==> config.mk <==
export PLATFORM = sky130hd
export DESIGN_NAME = bbcr_div
export DESIGN_NICKNAME = d
export VERILOG_FILES = /design/src/hw/rtl/bbcr_pkg.sv /design/src/hw/rtl/bbcr_div.sv
export SDC_FILE = /design/constraint.sdc
export NUM_CORES = 2
export LEC_CHECK = 0
export BUFFER_PORTS_ARGS = -buffer_cell sky130_fd_sc_hd__buf_2
export CORE_MARGIN = 2
export CORE_UTILIZATION = 58
export DETAILED_ROUTE_END_ITERATION = 10
export HOLD_SLACK_MARGIN = 0.06
export PLACE_DENSITY = 0.77
export SLEW_MARGIN = 10
export SYNTH_ARGS = -nofsm -noshare
export SYNTH_HDL_FRONTEND = slang
export SYNTH_SLANG_ARGS = --single-unit
==> constraint.sdc <==
create_clock -name clk -period 3.5 [get_ports clk]
set_input_delay 0 -clock clk [delete_from_list [all_inputs] [get_ports clk]]
set_output_delay 0 -clock clk [all_outputs]
set_load 0.01 [all_outputs]
==> src/hw/rtl/bbcr_pkg.sv <==
// Shared widths, stage types and saturating helpers for the box collision unit.
`default_nettype none

package bbcr_pkg;

	localparam int QW  = 18;
	localparam int PNW = 34;
	localparam int PDW = 18;
	localparam int VNW = 46;
	localparam int VDW = 28;

	typedef struct packed {
		logic [31:0] pos_first;
		logic [31:0] pos_second;
		logic [31:0] vel_first;
		logic [31:0] vel_second;
		logic        mv_first;
		logic        mv_second;
		logic        hit;
		logic        ax_y;
		logic        sg_neg;
		logic        appr;
	} side_t;

	function automatic logic [15:0] sat16(input logic signed [19:0] v);
		if (v > 20'sd32767) begin
			return 16'h7fff;
		end else if (v < -20'sd32768) begin
			return 16'h8000;
		end else begin
			return v[15:0];
		end
	endfunction

	function automatic logic [15:0] push(input logic [15:0] val, input logic [QW-1:0] q,
			input logic neg);
		logic signed [19:0] a;
		logic signed [19:0] b;
		a = signed'({{4{val[15]}}, val});
		b = signed'(20'(q));
		return sat16(neg ? a - b : a + b);
	endfunction

	function automatic logic [31:0] apply(input logic [31:0] w, input logic ax_y,
			input logic [QW-1:0] q, input logic neg);
		if (ax_y) begin
			return {w[31:16], push(w[15:0], q, neg)};
		end else begin
			return {push(w[31:16], q, neg), w[15:0]};
		end
	endfunction

endpackage

`default_nettype wire

==> src/hw/rtl/bbcr_div.sv <==
// Pipelined restoring divider, one quotient bit per stage.
`default_nettype none

module bbcr_div
	import bbcr_pkg::*;
#(
	parameter int NW = PNW,
	parameter int DW = PDW,
	parameter int QN = QW
) (
	input  wire logic          clk,
	input  wire logic          en,
	input  wire logic [NW-1:0] num,
	input  wire logic [DW-1:0] den,
	output logic      [QN-1:0] quo
);

	localparam int RW = (NW > DW + QN) ? NW : DW + QN;

	logic [RW-1:0] rem_s [QN-1];
	logic [DW-1:0] den_s [QN-1];
	logic [QN-1:0] q_s   [QN];

	for (genvar i = 0; i < QN; i++) begin : g_stage
		logic [RW-1:0] rem_in;
		logic [RW-1:0] dsh;
		logic [DW-1:0] den_in;
		logic [QN-1:0] q_in;
		logic          ge;

		if (i == 0) begin : g_first
			assign rem_in = RW'(num);
			assign den_in = den;
			assign q_in   = '0;
		end else begin : g_next
			assign rem_in = rem_s[i-1];
			assign den_in = den_s[i-1];
			assign q_in   = q_s[i-1];
		end

		assign dsh = RW'(den_in) << (QN - 1 - i);
		assign ge  = rem_in >= dsh;

		always_ff @(posedge clk) begin
			if (en) begin
				q_s[i] <= {q_in[QN-2:0], ge};
			end
		end

		if (i < QN - 1) begin : g_keep
			always_ff @(posedge clk) begin
				if (en) begin
					rem_s[i] <= ge ? rem_in - dsh : rem_in;
					den_s[i] <= den_in;
				end
			end
		end
	end

	assign quo = q_s[QN-1];

endmodule

`default_nettype wire

; Word level (Yosys, flattened, before mapping)
; Memories as Yosys holds them, arrays and structs flattened.
; Cells that the tools add are included.
[op_classes]
n_mux = 19
order_cmp = 18
n_addsub = 17
[op_table]
columns = cell, n
row1 = 36-bit two-way mux, 17
row2 = 36-bit by 18-bit >= comparator with 1-bit output, 1
row3 = 36-bit by 19-bit >= comparator with 1-bit output, 1
row4 = 36-bit by 20-bit >= comparator with 1-bit output, 1
row5 = 36-bit by 21-bit >= comparator with 1-bit output, 1
row6 = 36-bit by 22-bit >= comparator with 1-bit output, 1
row7 = 36-bit by 23-bit >= comparator with 1-bit output, 1
row8 = 36-bit by 24-bit >= comparator with 1-bit output, 1
row9 = 36-bit by 25-bit >= comparator with 1-bit output, 1
row10 = 36-bit by 26-bit >= comparator with 1-bit output, 1
row11 = 36-bit by 27-bit >= comparator with 1-bit output, 1
row12 = 36-bit by 28-bit >= comparator with 1-bit output, 1
row13 = 36-bit by 29-bit >= comparator with 1-bit output, 1
row14 = 36-bit by 30-bit >= comparator with 1-bit output, 1
row15 = 36-bit by 31-bit >= comparator with 1-bit output, 1
row16 = 36-bit by 32-bit >= comparator with 1-bit output, 1
row17 = 36-bit by 33-bit >= comparator with 1-bit output, 1
row18 = 36-bit by 34-bit >= comparator with 1-bit output, 1
row19 = 34-bit by 35-bit subtractor with 36-bit output, 1
row20 = 36-bit by 19-bit subtractor with 36-bit output, 1
row21 = 36-bit by 20-bit subtractor with 36-bit output, 1
row22 = 36-bit by 21-bit subtractor with 36-bit output, 1
row23 = 36-bit by 22-bit subtractor with 36-bit output, 1
row24 = 36-bit by 23-bit subtractor with 36-bit output, 1
row25 = 13 further kinds, 14
[word_totals]
input_bits = 54
wordCells = 57
regBits = 0
out_inout_bits = 18
mem_bits_rw = 1242
n_memories = 3
[mem_list]
columns = memory, words, width, rd, rd_ports_with_merged_regs, wr, line_no
row1 = rem_s, 17, 36, 17, 0, 17, bbcr_div.sv:20  ; logic [RW-1:0] rem_s [QN-1];
row2 = q_s, 18, 18, 18, 0, 18, bbcr_div.sv:22  ; logic [QN-1:0] q_s [QN];
row3 = den_s, 17, 18, 17, 0, 17, bbcr_div.sv:21  ; logic [DW-1:0] den_s [QN-1];

; Logic depth before layout (Yosys ltp)
; An unclocked memory read counts as a cell.
[logic_depth]
ltp_word = 3
depth_mapped = 14
depth_no_buf = 12

; Least setup slack after synthesis
; No wires, ideal clock.
[synth_path]
path_kind = register to register
startpoint = memory rem_s[1][253] (netlist name)
endpoint = memory rem_s[2][27] (netlist name) (data pin)
stages_incl_launch_ff = 13
setup_ns = 0.258
n_path_buf = 0
period_less_slack_ns = 3.008
arrival_ns = 2.750
required_ns = 3.242
path_slack_ns = 0.492
path_cell_list = edfxtp_1 -> inv_1 -> ha_1 -> inv_1 -> fa_1 -> a21oi_1 -> o211ai_1 -> a41oi_1 -> o211ai_1 -> a31o_2 -> a21oi_1 -> nand4_1 -> xnor2_1
[synth_rtl]
columns = item, line_no
row1 = start: declaration, bbcr_div.sv:20

==> flow_summary.json <==
{
  "status": "finished, final reports clean",
  "synthCells": 4638,
  "drt-initial-drc-count": 2968,
  "dpl.hpwl_um": 86900,
  "fin_skew_ps": 73.3,
  "dieArea_um2": 98700,
  "use_met2_pct": 46.6,
  "slew_violations": 0,
  "grt_first_pass_wirelength_um": 193000,
  "synth_area_um2": 55800,
  "fillers": 6703,
  "dr.pass1.iters": 5,
  "dp_cells": 6007,
  "avgSynthCellArea_um2": 12.0,
  "required_ps": 3960,
  "grt_busiest_layer": "met2",
  "nNetsFinal": 5344,
  "ys_warn_count": 0,
  "antenna_left": 0,
  "ys_async_sr_fraction_pct": 0,
  "holdCritPathClass": "primary input to flop",
  "cp_max_fo": 4,
  "setup_viol": 0,
  "dieHeight_um": 314,
  "peakVddDrop_v": 0.000539,
  "hold_viol_final": 0,
  "leakage_nw": 24.4,
  "core_area_um2": 95200,
  "relSlewSlack_pct": 39.0,
  "synth_flop_cell": "edfxtp_1",
  "rsz0062_at_grt": "false",
  "place.gp.congestion": 0.936,
  "final_area_um2": 63300,
  "grt_max_degree": 137,
  "worstMarginPinSlew_ps": 905,
  "clk_path_buf_depth": 3,
  "drive_above_1_share_pct": 9.33,
  "synth.most_common_cell": "edfxtp_1",
  "crit_path_end_kind": "flop",
  "drc": 0,
  "synth_top_area_cell": "edfxtp_1",
  "synth-edff-count": 1089,
  "routed_wirelength_um": 122000,
  "clock_latency_ps": 730,
  "die_x_um": 314,
  "via_count": 37200,
  "fmax_ghz": 0.291,
  "grt_use_met1_pct": 27.8,
  "grt_pass1_vias": 37500,
  "numCtsBuffers": 111,
  "ctsHtreeMaxLevel": 3,
  "cp-start-kind": "primary input",
  "cts.sinks": 1089,
  "placed_cell_area_um2": 58500,
  "viasPerCell": 5.89,
  "yosysUniqueCellTypes": 95,
  "yosys-top-cells-count": "1,089 x edfxtp_1, 411 x inv_1, 334 x nand2_1",
  "clkTransAtPathRegs_ps": 60,
  "synth_top_area_share_pct": 58.6,
  "start_util_pct": 58.6,
  "antenna_found_initial": 2,
  "area_growth_pct": 13.4,
  "ys_top_cells_by_area": "edfxtp_1 59%, ha_1 7.2%, xnor2_1 3.3%, a21oi_1 2.9%, inv_1 2.8%",
  "routedWlPerCell_um": 19.3,
  "power_w": 0.0474,
  "root_buffer": "clkbuf_16",
  "grt-ovfl-total": 0,
  "fin_crit_ps": 3430,
  "period_share_pct": 98.1,
  "rows": 113,
  "synth_seq_area_share_pct": 58.6,
  "track_usage_pct": 24.7,
  "ys_seq_elements": 1089,
  "syn-num-nets": 5032,
  "fin_cells": 6315,
  "pin_count": 72,
  "cts_tree": "built",
  "cap_violations": 0,
  "met3_usage_pct": 3.21,
  "critical_path_class": "primary input to flop",
  "power_density_nw_per_um2": 748,
  "io_buffers": 71,
  "crit_arrival_ps": 3890
}
## state kept, by name, summed over array words and instances, names as in the netlist
name / cells
den_s: 306
q_s: 171
rem_s: 612
## power breakdown
group / internal, W / switching (W)
logic: 0.00684 / 0.00870
clock network: 0.00706 / 0.00519
registers: 0.0179 / 0.00166
## stage by stage
step	TNS (ps)	worst slack, ps	hold WS (ps)	utilization, %
CTS	0	50.9	111	66.5
global route	0	1.76	163	66.5
finish	0	67.3	152	66.5
detailed placement	-196	-42.0	194	61.5
global placement	-136	-32.6	192	61.5
floorplan	0	492	98.9	-
## final cells by class
type / instances / area, µm² / share of cell area [%]
clock buffer: 127 / 2840 / 4.48
antenna: 2 / 5.00 / 0.00791
tap: 1265 / 1580 / 2.50
multi-input combinational: 3056 / 21300 / 33.6
inverter: 419 / 1570 / 2.48
timing repair buffer: 273 / 2350 / 3.72
sequential: 1089 / 32700 / 51.7
clock inverter: 84 / 975 / 1.54
## repair_timing
action,in CTS,in global routing
buffers inserted,0,1
setup endpoints to repair,9,26
hold endpoints to repair,195,0
hold buffers,94,0
pin swaps,1,2
gates resized for setup,2,9
gates cloned,0,0
## worst paths after layout
check	from	endpoint	slack [ps]	cells after the start
max	num[17]	rem_s[0][33]	70	14
min	num[30]	rem_s[0][30]	150	3
min reg2reg	q_s[12][9]	q_s[13][10]	410	0
max reg2reg	rem_s[0][54]	rem_s[0][91]	100	9
## worst max-delay path, cell delays in order
cell           delay, ps
dlygate4sd3_1        540
buf_2                120
inv_1                 80
ha_1                 190
fa_1                 220
nor2b_1               70
o31a_1               290
o41ai_1              640
nand3_1              230
a31o_1               280
a21oi_1              240
xnor2_1              120
mux2_2               280
dlygate4sd3_1        570
## cell families after synthesis
group / synth area share (%)
compound gates: 11.5
simple gates: 11.1
mux: 1.71
flops: 58.6
xor+xnor: 5.78
buf+inv: 3.43
fa+ha+maj: 7.85
## cell usage in the layout, fill, tap and decap left out, types with 16 or more instances in the layout
| cell | instances |
|---|---|
| a211oi_1 | 37 |
| a21o_1 | 84 |
| a21oi_1 | 322 |
| a31oi_1 | 29 |
| and3_1 | 34 |
| buf_12 | 19 |
| buf_2 | 70 |
| buf_4 | 89 |
| bufinv_16 | 16 |
| clkbuf_1 | 16 |
| clkbuf_16 | 111 |
| clkinv_1 | 20 |
| clkinv_2 | 24 |
| dlygate4sd3_1 | 94 |
| edfxtp_1 | 1089 |
| fa_1 | 17 |
| ha_1 | 322 |
| inv_1 | 411 |
| mux2_1 | 30 |
| mux2_2 | 52 |
| nand2_1 | 334 |
| nand2b_1 | 54 |
| nand3_1 | 66 |
| nand4_1 | 49 |
| nor2_1 | 315 |
| nor2b_1 | 49 |
| nor3_1 | 82 |
| nor4_1 | 58 |
| nor4b_1 | 16 |
| o211ai_1 | 17 |
| o21a_1 | 59 |
| o21ai_0 | 200 |
| o21ai_1 | 53 |
| o21bai_1 | 27 |
| o31a_1 | 18 |
| o31ai_1 | 40 |
| or3_1 | 51 |
| or4_1 | 18 |
| xnor2_1 | 212 |
| xor2_1 | 156 |
## metal layers
metal / routed length (µm) / up-vias
met2: 65000 / 1135
met5: 16 / -
met3: 5930 / 296
li1: - / 17800
met4: 5050 / 2
met1: 46100 / 17900
(Power assumes the default switching activity.)
